$ cat config.mk
export PLATFORM = sky130hd
export DESIGN_NAME = ccf_fifo
export DESIGN_NICKNAME = d
export VERILOG_FILES = /design/src/rtl/ccf_pkg.sv /design/src/rtl/ccf_fifo.sv
export SDC_FILE = /design/constraint.sdc
export NUM_CORES = 1
export LEC_CHECK = 0
export ABC_AREA = 1
export BUFFER_PORTS_ARGS = -buffer_cell sky130_fd_sc_hd__buf_4
export CAP_MARGIN = 20
export CORE_UTILIZATION = 56
export CTS_CLUSTER_SIZE = 25
export DETAILED_ROUTE_END_ITERATION = 10
export GPL_TIMING_DRIVEN = 0
export MAX_ROUTING_LAYER = met4
export PLACE_DENSITY_LB_ADDON = 0.12
export SYNTH_ARGS = -nofsm -noshare
export SYNTH_HDL_FRONTEND = slang
export SYNTH_SLANG_ARGS = --single-unit
export TNS_END_PERCENT = 30
$ cat constraint.sdc
create_clock -name clk -period 6.05 [get_ports clk]
set_input_delay 0.3025 -clock clk [delete_from_list [all_inputs] [get_ports clk]]
set_output_delay 0.3025 -clock clk [all_outputs]
set_load 0.1 [all_outputs]
$ cat src/rtl/ccf_pkg.sv
// ----------------------------------------------------------------------------
// ccf_pkg
// Shared types and constants of the conformal circle track fit unit.
// ----------------------------------------------------------------------------
package ccf_pkg;

	localparam int FRAC     = 30;
	localparam int HIT_MAX  = 4096;
	localparam int CNT_W    = 13;
	localparam int SUM_W    = 48;
	localparam int FIT_W    = 96;
	localparam int ALU_W    = 128;
	localparam int VAL_W    = 64;

	localparam logic [VAL_W-1:0] VAL_CAP = {2'b00, {(VAL_W-2){1'b1}}};

	localparam logic [1:0] ST_OK    = 2'd0;
	localparam logic [1:0] ST_CUT   = 2'd1;
	localparam logic [1:0] ST_DEGEN = 2'd2;

	localparam logic [1:0] CFG_MIN_HITS      = 2'd0;
	localparam logic [1:0] CFG_MIN_MAX_LAYER = 2'd1;
	localparam logic [1:0] CFG_PT_SCALE      = 2'd2;

	localparam logic [CNT_W-1:0] RST_MIN_HITS      = 13'd30;
	localparam logic [4:0]       RST_MIN_MAX_LAYER = 5'd4;
	localparam logic [15:0]      RST_PT_SCALE      = 16'd12280;

	typedef logic signed [FRAC:0] conf_t;

	typedef struct packed {
		conf_t      u;
		conf_t      v;
		logic       cls;
		logic       skip;
		logic       last;
		logic [4:0] max_layer;
	} hit_item_t;

	typedef struct packed {
		logic [CNT_W-1:0] min_hits;
		logic [4:0]       min_max_layer;
		logic [15:0]      pt_scale;
	} cfg_t;

	typedef enum logic [1:0] {
		ALU_MUL  = 2'd0,
		ALU_DIV  = 2'd1,
		ALU_SQRT = 2'd2
	} alu_op_t;

endpackage

$ cat src/rtl/ccf_fifo.sv
// ----------------------------------------------------------------------------
// ccf_fifo
// Two-entry item queue between the mapping front end and the fit back end.
// ----------------------------------------------------------------------------
module ccf_fifo (
	input  logic               clk,
	input  logic               arst_n,
	input  logic               push,
	input  ccf_pkg::hit_item_t push_item,
	input  logic               pop,
	output logic               full,
	output logic               empty,
	output ccf_pkg::hit_item_t head
);
	import ccf_pkg::*;

	hit_item_t  mem_q [2];
	logic       wp_q, rp_q;
	logic [1:0] cnt_q;

	assign full  = (cnt_q == 2'd2);
	assign empty = (cnt_q == 2'd0);
	assign head  = mem_q[rp_q];

	always_ff @(posedge clk or negedge arst_n) begin
		if (!arst_n) begin
			wp_q  <= 1'b0;
			rp_q  <= 1'b0;
			cnt_q <= 2'd0;
		end else begin
			if (push) wp_q <= ~wp_q;
			if (pop) rp_q <= ~rp_q;
			case ({push, pop})
				2'b10:   cnt_q <= cnt_q + 2'd1;
				2'b01:   cnt_q <= cnt_q - 2'd1;
				default: cnt_q <= cnt_q;
			endcase
		end
	end

	always_ff @(posedge clk) begin
		if (push) mem_q[wp_q] <= push_item;
	end

endmodule

==> metrics.txt <==
CTS tree done; kind of critical path flip-flop to output pin; max-slew violation count 0; mapped cell area between 5000 and 6000 µm²; fin nets approximately 700; Worst-Skew Late Latency roughly 0.51 ns; Worst R2R Path Depth 2; die width around 100 µm; count of cell types in the netlist 15; setup TNS 0 ns; Post-Synthesis Cells just under 400; # fillers about 460; Antenna Violating Nets Remaining 0; initial antenna violation count 0; area of the multi-input gates between 700 and 800 µm²; Routed Wire Length around 12000 µm; # IOs roughly 150; die area 10100 µm²; max-cap violations 0; worst min path class input pin to async pin; Total GRT Usage 0.255; crit-path leading delay family buffers and inverters; Die Ht 100 µm; flops & latches, synth around 140; Arrival @ worst endpoint 1.89 ns; unrepaired setup endpoints after global routing false; Overflow after GRT 0; register area share after synthesis 0.794; measured slew at the worst slew-check pin 0.945 ns; CTS HTree Levels 4; worst endpoint required time about 5.8 ns; vias ~3700; final cycle utilization of the critical path 0.362; critical path endpoint category output pin; post-synth net total 464; Core Footprint around 9300 µm²; vias in the first global route a little under 4000; CP cell instances clkbuf_1 > o21ai_0 > buf_4; clock root cell clkbuf_8; clock transition at the registers of the reported paths around 0.06 ns; first-pass GRT wire length around 18000 µm; DRC 0; layout cells sized above 1 0.294; cts bufs inserted 17; skew final roughly 0.011 ns; post-DR vias/cell 4.80; max frequency between 0.4 and 0.5 GHz; RD Place Congestion 0.747; Tmin final approximately 2.2 ns; initial core utilization 0.581; crit path max-delay cell type dfrtp_1; # rows 35; status finished, final reports clean; CTS sink count ~140; Worst Setup Start Kind flip-flop; Initial DRT Pass Iterations 4; critical path depth 3; Worst Path Buf+Inv 2; largest net degree at the start of global routing 71; I/O Buffers between 100 and 150; CP peak stage delay about 0.45 ns; Sequential Area about 4300 µm²; CTS Buffer Depth 2; commonest non-fill, non-tap cell in the layout buf_4; worst-path maximum fanout 10; synth warn 0; number of diodes 0; Initial DRC Count approximately 190; Synth-to-Final Area Change 47.8%; final hold violation count 0; final-report setup violation count 0; Slew Limit Headroom 0.370; Routed wire per std cell 15.5 µm; DP HPWL ~6700 µm; most frequent cells in the layout buf_4 (145), edfxtp_1 (140), inv_1 (75), nand2_1 (75), dlygate4sd3_1 (73); Avg Synthesized Cell Area approximately 14 µm²
-- per-layer routing --
| metal | vias to the layer above | global-route usage | wire, µm |
|---|---|---|---|
| li1 | 1788 | - | - |
| met1 | 1767 | 0.278 | 4680 |
| met2 | 121 | 0.439 | 6410 |
| met3 | 16 | 0.0752 | 651 |
| met4 | 0 | 0.101 | 201 |
| met5 | - | - | 0 |
-- flip-flops by register name, summed over array words and instances (netlist names) --
signal / flops
mem_q: 140
wp_q: 1
rp_q: 1
cnt_q: 2
-- stage by stage --
stage	area (µm²)	instances	hold slack (ns)	setup slack, ns	utilization
global route	8020	769	0.143	3.73	0.860
detailed placement	6730	665	0.102	4.34	0.722
CTS	8020	769	0.140	3.80	0.860
finish	8020	769	0.153	3.86	0.860
global placement	6670	663	0.0998	0.495	0.715
floorplan	5420	389	0.00691	2.22	-
-- worst paths after layout --
| path | from | endpoint | slack [ns] |
|---|---|---|---|
| setup / recovery | rp_q | head[7] | 3.86 |
| hold / removal | arst_n | cnt_q[1] | 0.15 |
| setup reg to reg | wp_q | mem_q[0][39] | 4.40 |
| hold reg to reg | cnt_q[1] | cnt_q[1] | 0.52 |
| max in group asynchronous | arst_n | rp_q | 5.80 |
| min in group clk | push_item[6] | mem_q[1][6] | 0.52 |
-- layout make-up --
cell class | count | share of cell area
multi-input cells | 154 | 0.0874
clock buffers | 19 | 0.0526
well taps | 129 | 0.0201
plain buffers | 15 | 0.0176
inverters | 76 | 0.0359
clock inverters | 12 | 0.0169
repair buffers | 220 | 0.233
flip-flops and latches | 144 | 0.537
-- cell usage after synthesis --
| cell | number | area, µm² |
|---|---|---|
| buf_6 | 1 | 11.3 |
| xor2_1 | 2 | 17.5 |
| nand4_1 | 1 | 6.26 |
| clkbuf_8 | 7 | 96.3 |
| clkbuf_4 | 2 | 15.0 |
| nor2_1 | 3 | 11.3 |
| inv_1 | 76 | 285 |
| clkbuf_1 | 5 | 18.8 |
| o21ai_0 | 70 | 350 |
| ha_1 | 1 | 12.5 |
| edfxtp_1 | 140 | 4200 |
| dfrtp_1 | 4 | 100 |
| nand2_1 | 75 | 282 |
| nand3_1 | 1 | 5.00 |
| xnor2_1 | 1 | 8.76 |
-- kinds of logic (layout without fill, tap and decap cells) --
kind of cell / Yosys count / after routing / synth area share
adder cells (fa/ha/maj): 1 / 1 / 0.00231
flip-flops: 144 / 144 / 0.794
buffers and inverters: 91 / 342 / 0.0787
AO/OA/AOI/OAI: 70 / 70 / 0.0646
XOR/XNOR: 3 / 3 / 0.00485
AND/OR/NAND/NOR: 80 / 80 / 0.0561
-- repair_timing --
action	CTS	global route
gates resized for setup	0	0
buffers inserted	0	0
hold endpoints to repair	146	0
hold buffers	73	0
Power is left out: the tool's default activity adds up to more than one toggle a clock period on the data nets, which glitch-free logic cannot reach.
