**config.mk**
```make
export PLATFORM = sky130hd
export DESIGN_NAME = ccf_map
export DESIGN_NICKNAME = d
export VERILOG_FILES = /design/src/rtl/ccf_pkg.sv /design/src/rtl/ccf_map.sv
export SDC_FILE = /design/constraint.sdc
export NUM_CORES = 2
export LEC_CHECK = 0
export BUFFER_PORTS_ARGS = -buffer_cell sky130_fd_sc_hd__buf_4
export CORE_MARGIN = 2
export CORE_UTILIZATION = 30
export DETAILED_ROUTE_END_ITERATION = 8
export PLACE_DENSITY = 0.43
export SETUP_SLACK_MARGIN = 0.4
export SLEW_MARGIN = 25
export SYNTH_ARGS = -nofsm -noshare
export SYNTH_HDL_FRONTEND = slang
export SYNTH_SLANG_ARGS = --single-unit
```
**constraint.sdc**
```tcl
create_clock -name clk -period 16.5 [get_ports clk]
set_input_delay 2.475 -clock clk [delete_from_list [all_inputs] [get_ports clk]]
set_output_delay 2.475 -clock clk [all_outputs]
set_load 0.02 [all_outputs]
```
**src/rtl/ccf_pkg.sv**
```systemverilog
// ----------------------------------------------------------------------------
// ccf_pkg
// Shared types and constants of the conformal circle track fit unit.
// ----------------------------------------------------------------------------
package ccf_pkg;

	localparam int FRAC     = 30;
	localparam int HIT_MAX  = 4096;
	localparam int CNT_W    = 13;
	localparam int SUM_W    = 48;
	localparam int FIT_W    = 96;
	localparam int ALU_W    = 128;
	localparam int VAL_W    = 64;

	localparam logic [VAL_W-1:0] VAL_CAP = {2'b00, {(VAL_W-2){1'b1}}};

	localparam logic [1:0] ST_OK    = 2'd0;
	localparam logic [1:0] ST_CUT   = 2'd1;
	localparam logic [1:0] ST_DEGEN = 2'd2;

	localparam logic [1:0] CFG_MIN_HITS      = 2'd0;
	localparam logic [1:0] CFG_MIN_MAX_LAYER = 2'd1;
	localparam logic [1:0] CFG_PT_SCALE      = 2'd2;

	localparam logic [CNT_W-1:0] RST_MIN_HITS      = 13'd30;
	localparam logic [4:0]       RST_MIN_MAX_LAYER = 5'd4;
	localparam logic [15:0]      RST_PT_SCALE      = 16'd12280;

	typedef logic signed [FRAC:0] conf_t;

	typedef struct packed {
		conf_t      u;
		conf_t      v;
		logic       cls;
		logic       skip;
		logic       last;
		logic [4:0] max_layer;
	} hit_item_t;

	typedef struct packed {
		logic [CNT_W-1:0] min_hits;
		logic [4:0]       min_max_layer;
		logic [15:0]      pt_scale;
	} cfg_t;

	typedef enum logic [1:0] {
		ALU_MUL  = 2'd0,
		ALU_DIV  = 2'd1,
		ALU_SQRT = 2'd2
	} alu_op_t;

endpackage

```
**src/rtl/ccf_map.sv**
```systemverilog
// ----------------------------------------------------------------------------
// ccf_map
// Front end: takes one hit, forms r2 and maps it to conformal u, v.
// ----------------------------------------------------------------------------
module ccf_map (
	input  logic               clk,
	input  logic               arst_n,
	input  logic               start,
	input  logic signed [15:0] hit_x,
	input  logic signed [15:0] hit_y,
	input  logic [4:0]         layer,
	input  logic [4:0]         max_layer,
	input  logic               last_hit,
	input  logic               full,
	output logic               busy,
	output logic               push,
	output ccf_pkg::hit_item_t push_item
);
	import ccf_pkg::*;

	localparam int CW = $clog2(FRAC);

	typedef enum logic [4:0] {
		M_IDLE = 5'b00001,
		M_R2   = 5'b00010,
		M_PREP = 5'b00100,
		M_DIV  = 5'b01000,
		M_PUSH = 5'b10000
	} map_state_t;

	map_state_t         st_q;
	logic signed [15:0] x_q, y_q;
	logic               cls_q, last_q;
	logic [4:0]         maxl_q;
	logic [31:0]        r2_q;
	logic [32:0]        remx_q, remy_q;
	logic [FRAC-1:0]    qx_q, qy_q;
	logic               satx_q, saty_q;
	logic [CW-1:0]      cnt_q;

	logic [15:0]     ax, ay;
	logic [32:0]     tx, ty;
	logic            gex, gey;
	logic [FRAC-1:0] mu, mv;

	assign ax  = x_q[15] ? 16'(-x_q) : 16'(x_q);
	assign ay  = y_q[15] ? 16'(-y_q) : 16'(y_q);
	assign tx  = {remx_q[31:0], 1'b0};
	assign ty  = {remy_q[31:0], 1'b0};
	assign gex = tx >= {1'b0, r2_q};
	assign gey = ty >= {1'b0, r2_q};

	assign mu = satx_q ? '1 : qx_q;
	assign mv = saty_q ? '1 : qy_q;

	always_comb begin
		push_item.u         = x_q[15] ? -conf_t'({1'b0, mu}) : conf_t'({1'b0, mu});
		push_item.v         = y_q[15] ? -conf_t'({1'b0, mv}) : conf_t'({1'b0, mv});
		push_item.cls       = cls_q;
		push_item.skip      = (r2_q == 32'd0);
		push_item.last      = last_q;
		push_item.max_layer = maxl_q;
	end

	assign busy = (st_q != M_IDLE);
	assign push = (st_q == M_PUSH) && !full;

	always_ff @(posedge clk or negedge arst_n) begin
		if (!arst_n) begin
			st_q <= M_IDLE;
		end else begin
			case (st_q)
				M_IDLE: if (start) st_q <= M_R2;
				M_R2:   st_q <= M_PREP;
				M_PREP: st_q <= M_DIV;
				M_DIV:  if (cnt_q == '0) st_q <= M_PUSH;
				M_PUSH: if (!full) st_q <= M_IDLE;
				default: st_q <= M_IDLE;
			endcase
		end
	end

	always_ff @(posedge clk) begin
		case (st_q)
			M_IDLE: begin
				x_q    <= hit_x;
				y_q    <= hit_y;
				cls_q  <= layer[0];
				last_q <= last_hit;
				maxl_q <= max_layer;
			end
			M_R2: begin
				r2_q <= 32'(ax * ax) + 32'(ay * ay);
			end
			M_PREP: begin
				remx_q <= {11'd0, ax, 6'd0};
				remy_q <= {11'd0, ay, 6'd0};
				satx_q <= ({10'd0, ax, 6'd0} >= r2_q);
				saty_q <= ({10'd0, ay, 6'd0} >= r2_q);
				qx_q   <= '0;
				qy_q   <= '0;
				cnt_q  <= CW'(FRAC - 1);
			end
			M_DIV: begin
				remx_q <= gex ? tx - {1'b0, r2_q} : tx;
				remy_q <= gey ? ty - {1'b0, r2_q} : ty;
				qx_q   <= {qx_q[FRAC-2:0], gex};
				qy_q   <= {qy_q[FRAC-2:0], gey};
				cnt_q  <= cnt_q - 1'b1;
			end
			default: begin
			end
		endcase
	end

endmodule

```
==> qor.log <==
qor: run_status.run_status finished clean
qor: final_layout.share_of_post_route_cells_with_drive_strength_above_1 0.0778
qor: place.port-buffer-count 114
qor: worst_setup_path.worst-path-buf-inv 8
qor: global_route.grt_residual_overflow 0
qor: floorplan.floorplan.die.height 311 microns
qor: drt.route.final.wire_length 84.4 mm
qor: global_route.antenna_violations_before_repair 3
qor: drt.detail-route-antenna-nets 0
qor: clock_tree.post-cts-setup-buffer-count 0
qor: worst_setup_path.crit-reg2reg-capture r2_q[28]$_DFFE_PP_
qor: clock_tree.clkSlewWorstSetupHoldPaths 0.06 ns
qor: worst_setup_path.cp_slowest_cell o311ai_0
qor: yosys.synth-async-reset-ratio 0.0242
qor: yosys.synth-main-ff-cell edfxtp_1
qor: worst_setup_path.reg2reg_depth 33
qor: final_layout.synthToLayoutAreaGrowth 12.6%
qor: place.dp_hpwl 67.3 mm
qor: yosys.edff_count_synth 202
qor: floorplan.placementRows 112
qor: hold_path.min_path_type register to register
qor: clock_tree.post_cts_resize_count 0
qor: run.max_cap_violations 0
qor: sta.worst_slew_margin_rel 0.387
qor: place.gp_routability_congestion 0.820
qor: sta.totalNegativeSetupSlack 0 ns
qor: worst_setup_path.worst_setup_path_end_kind register
qor: clock_tree.post_cts_hold_buffer_count 0
qor: worst_setup_path.kind_of_critical_path register to register
qor: worst_setup_path.crit_path_max_fanout 12
qor: global_route.largest_net_degree_at_the_start_of_global_routing 71
qor: sta.finalClockSkew 0.0436 ns
qor: floorplan.io_pins 119
qor: worst_setup_path.critPathTopFamily adder cells
qor: yosys.synth.cell_area 0.0283 sq mm
qor: global_route.grt_first_pass_wirelength 133 mm
qor: floorplan.core_region_area 0.0935 sq mm
qor: yosys.ys_seq_elements 207
qor: clock_tree.cts_root_buffer clkbuf_16
qor: floorplan.floorplan.die_area 0.0969 sq mm
qor: sta.layout_worst_path_cycle_share 0.645
qor: clock_tree.numClockSinks 207
qor: sta.fmaxAchievable 94.0 MHz
qor: sta.slew_violations 0
qor: yosys.mean_syn_cell_area 9.42 sq um
qor: sta.timing.final.setup_violations 0
qor: worst_setup_path.critical-path-max-stage-delay 0.61 ns
qor: hold_path.hold_start cnt_q[4]$_SDFFCE_PP1N_
qor: drt.drt_first_iter_violations 966
qor: hold_path.holdPathStages 1
qor: sta.number_of_failing_hold_endpoints_at_the_final_stage 0
qor: floorplan.floorplan.initialDensity 0.303
qor: clock_tree.clock_path_buffers 3
qor: drt.detailroute.via_count 20700
qor: worst_setup_path.path_common_cell fa_1
qor: yosys.mapped_cells 3009
qor: drt.detail_route.wl_per_cell 19.1 microns
qor: global_route.groute.usage.overall 0.177
qor: drt.drt_pass1_iterations 6
qor: sta.max_slew.worst_pin.slew 0.914 ns
qor: clock_tree.numCtsBuffers 28
qor: clock_tree.clk_latency 0.60 ns
qor: worst_setup_path.r2r_slack 5.86 ns
qor: worst_setup_path.cp-start-kind register
qor: worst_setup_path.rr_startpoint x_q[0]$_DFFE_PP_
qor: worst_setup_path.cp_data_arrival_time 10.97 ns
qor: drt.avgViaCountPerCell 4.68
qor: final_layout.finalNetCount 3858
qor: yosys.synth_sequential_area_ratio 0.219
qor: yosys.synth_cell_type_count 81
qor: global_route.first_global_vias 22000
qor: sta.layout_min_cycle_time 10.64 ns
qor: hold_path.worst_hold_path.endpoint st_q[4]$_DFFE_PN0P_
qor: sta.grt_setup_unrepaired no
qor: floorplan.die_x 311 microns
qor: worst_setup_path.worst-endpoint-required 16.84 ns
qor: drt.route.detailed.drc 0
qor: clock_tree.cts_htree_levels 1
qor: yosys.synth-warning-count 0
qor: clock_tree.cts_tree yes
sequential cells by signal, summed over array words and instances (netlist names), 16 cells and up:
name    cells
qx_q       30
r2_q       32
remx_q     32
x_q        16
y_q        16
qy_q       30
remy_q     32
cells in the mapped netlist, drive strengths merged (5+ instances only):
cell      n  area [sq um]
a211o     5          43.8
a211oi   23           173
a21o     52           390
a21oi   127           636
a22oi     6          45.0
a31o      6          52.6
a31oi    27           169
and2     67           419
and3     13          81.3
buf      11          55.0
clkbuf   69           259
clkinv    6          22.5
edfxtp  202          6070
fa      387          7750
ha      285          3570
inv     610          2290
mux2i    23           230
nand2   235           882
nand2b   15          93.8
nand3    40           205
nand4    17           106
nor2    289          1090
nor2b    11          68.8
nor3     45           230
nor4     14          87.6
o211ai   15           113
o21a     16           120
o21ai    84           420
o21bai    9          67.6
o22ai    13          81.3
o311ai   15           131
o31ai    18           145
o41ai     6          60.1
or2       8          50.1
or3      18           118
or4      15           124
xnor2    80           701
xor2     63           552
cell usage in the layout, fill, tap and decap left out, types with 8 or more instances in the layout:
master / Yosys / routed
nand2b_1: 15 / 15
clkbuf_16: 0 / 28
inv_1: 602 / 600
o21ai_0: 65 / 65
a21o_1: 52 / 52
fa_1: 387 / 387
and2_1: 67 / 67
nand2_1: 235 / 234
o21ai_1: 19 / 18
a211oi_1: 23 / 23
clkinv_1: 6 / 10
ha_1: 285 / 285
a31oi_1: 27 / 27
xor2_1: 63 / 62
nor4_1: 14 / 14
and3_1: 13 / 12
conb_1: 2 / 25
xnor2_1: 80 / 78
o31ai_1: 16 / 16
o21bai_1: 9 / 9
nor2b_1: 11 / 11
or3_1: 17 / 17
o211ai_1: 15 / 15
nor3_1: 44 / 44
o21a_1: 16 / 16
mux2i_1: 23 / 23
nor2_1: 288 / 288
or4_1: 12 / 12
a21oi_1: 127 / 127
inv_2: 8 / 8
o22ai_1: 13 / 13
edfxtp_1: 202 / 202
buf_4: 2 / 156
o311ai_0: 14 / 14
nand3_1: 39 / 38
nand4_1: 17 / 17
how the worst max path moves through the flow:
stage	from	to	slack, ns	cells past startpoint
5_1_grt	x_q[0]$_DFFE_PP_	r2_q[28]$_DFFE_PP_	5.32	33
2_1_floorplan	x_q[0]$_DFFE_PP_	r2_q[31]$_DFFE_PP_	7.17	33
6_report	x_q[0]$_DFFE_PP_	r2_q[28]$_DFFE_PP_	5.86	33
3_3_place_gp	x_q[0]$_DFFE_PP_	r2_q[28]$_DFFE_PP_	5.80	33
3_5_place_dp	x_q[0]$_DFFE_PP_	r2_q[28]$_DFFE_PP_	5.76	33
4_1_cts	x_q[0]$_DFFE_PP_	r2_q[28]$_DFFE_PP_	5.77	33
area by class of cell:
type                       instances  area (sq um)
multi-input combinational       2129         19700
tap                             1254          1570
timing repair buffer             157          1180
clock inverter                    21           278
antenna                            3          7.51
sequential                       207          6190
inverter                         616          2310
fill                            9864         61600
clock buffer                      31           712
routing by layer:
metal / track usage / wire length, microns
met1: 0.250 / 39800
met5: 0 / 0
met2: 0.292 / 39700
met4: 0.0413 / 1910
met3: 0.0170 / 3020
metrics by stage:
stage                     setup slack [ns]  area, sq um  instances   util  hold WS [ns]
after global placement                5.80        30900       4363  0.331         0.468
after CTS                             5.77        31900       4415  0.341         0.478
after detailed placement              5.76        30900       4363  0.331         0.469
after global routing                  5.32        31900       4418  0.341         0.502
after floorplan                       7.17        28400       3032      -         0.451
final                                 5.86        31900       4418  0.341         0.478
cell families after synthesis:
group / synth area share
AND/OR/NAND/NOR: 0.130
buffers and inverters: 0.0927
adder cells (fa/ha/maj): 0.399
AO/OA/AOI/OAI: 0.106
flip-flops: 0.219
XOR/XNOR: 0.0442
multiplexers: 0.00892
other: 0.000265
Power is not shown: default switching activity piles up to over one toggle a cycle in this logic, so the estimate is an artifact.
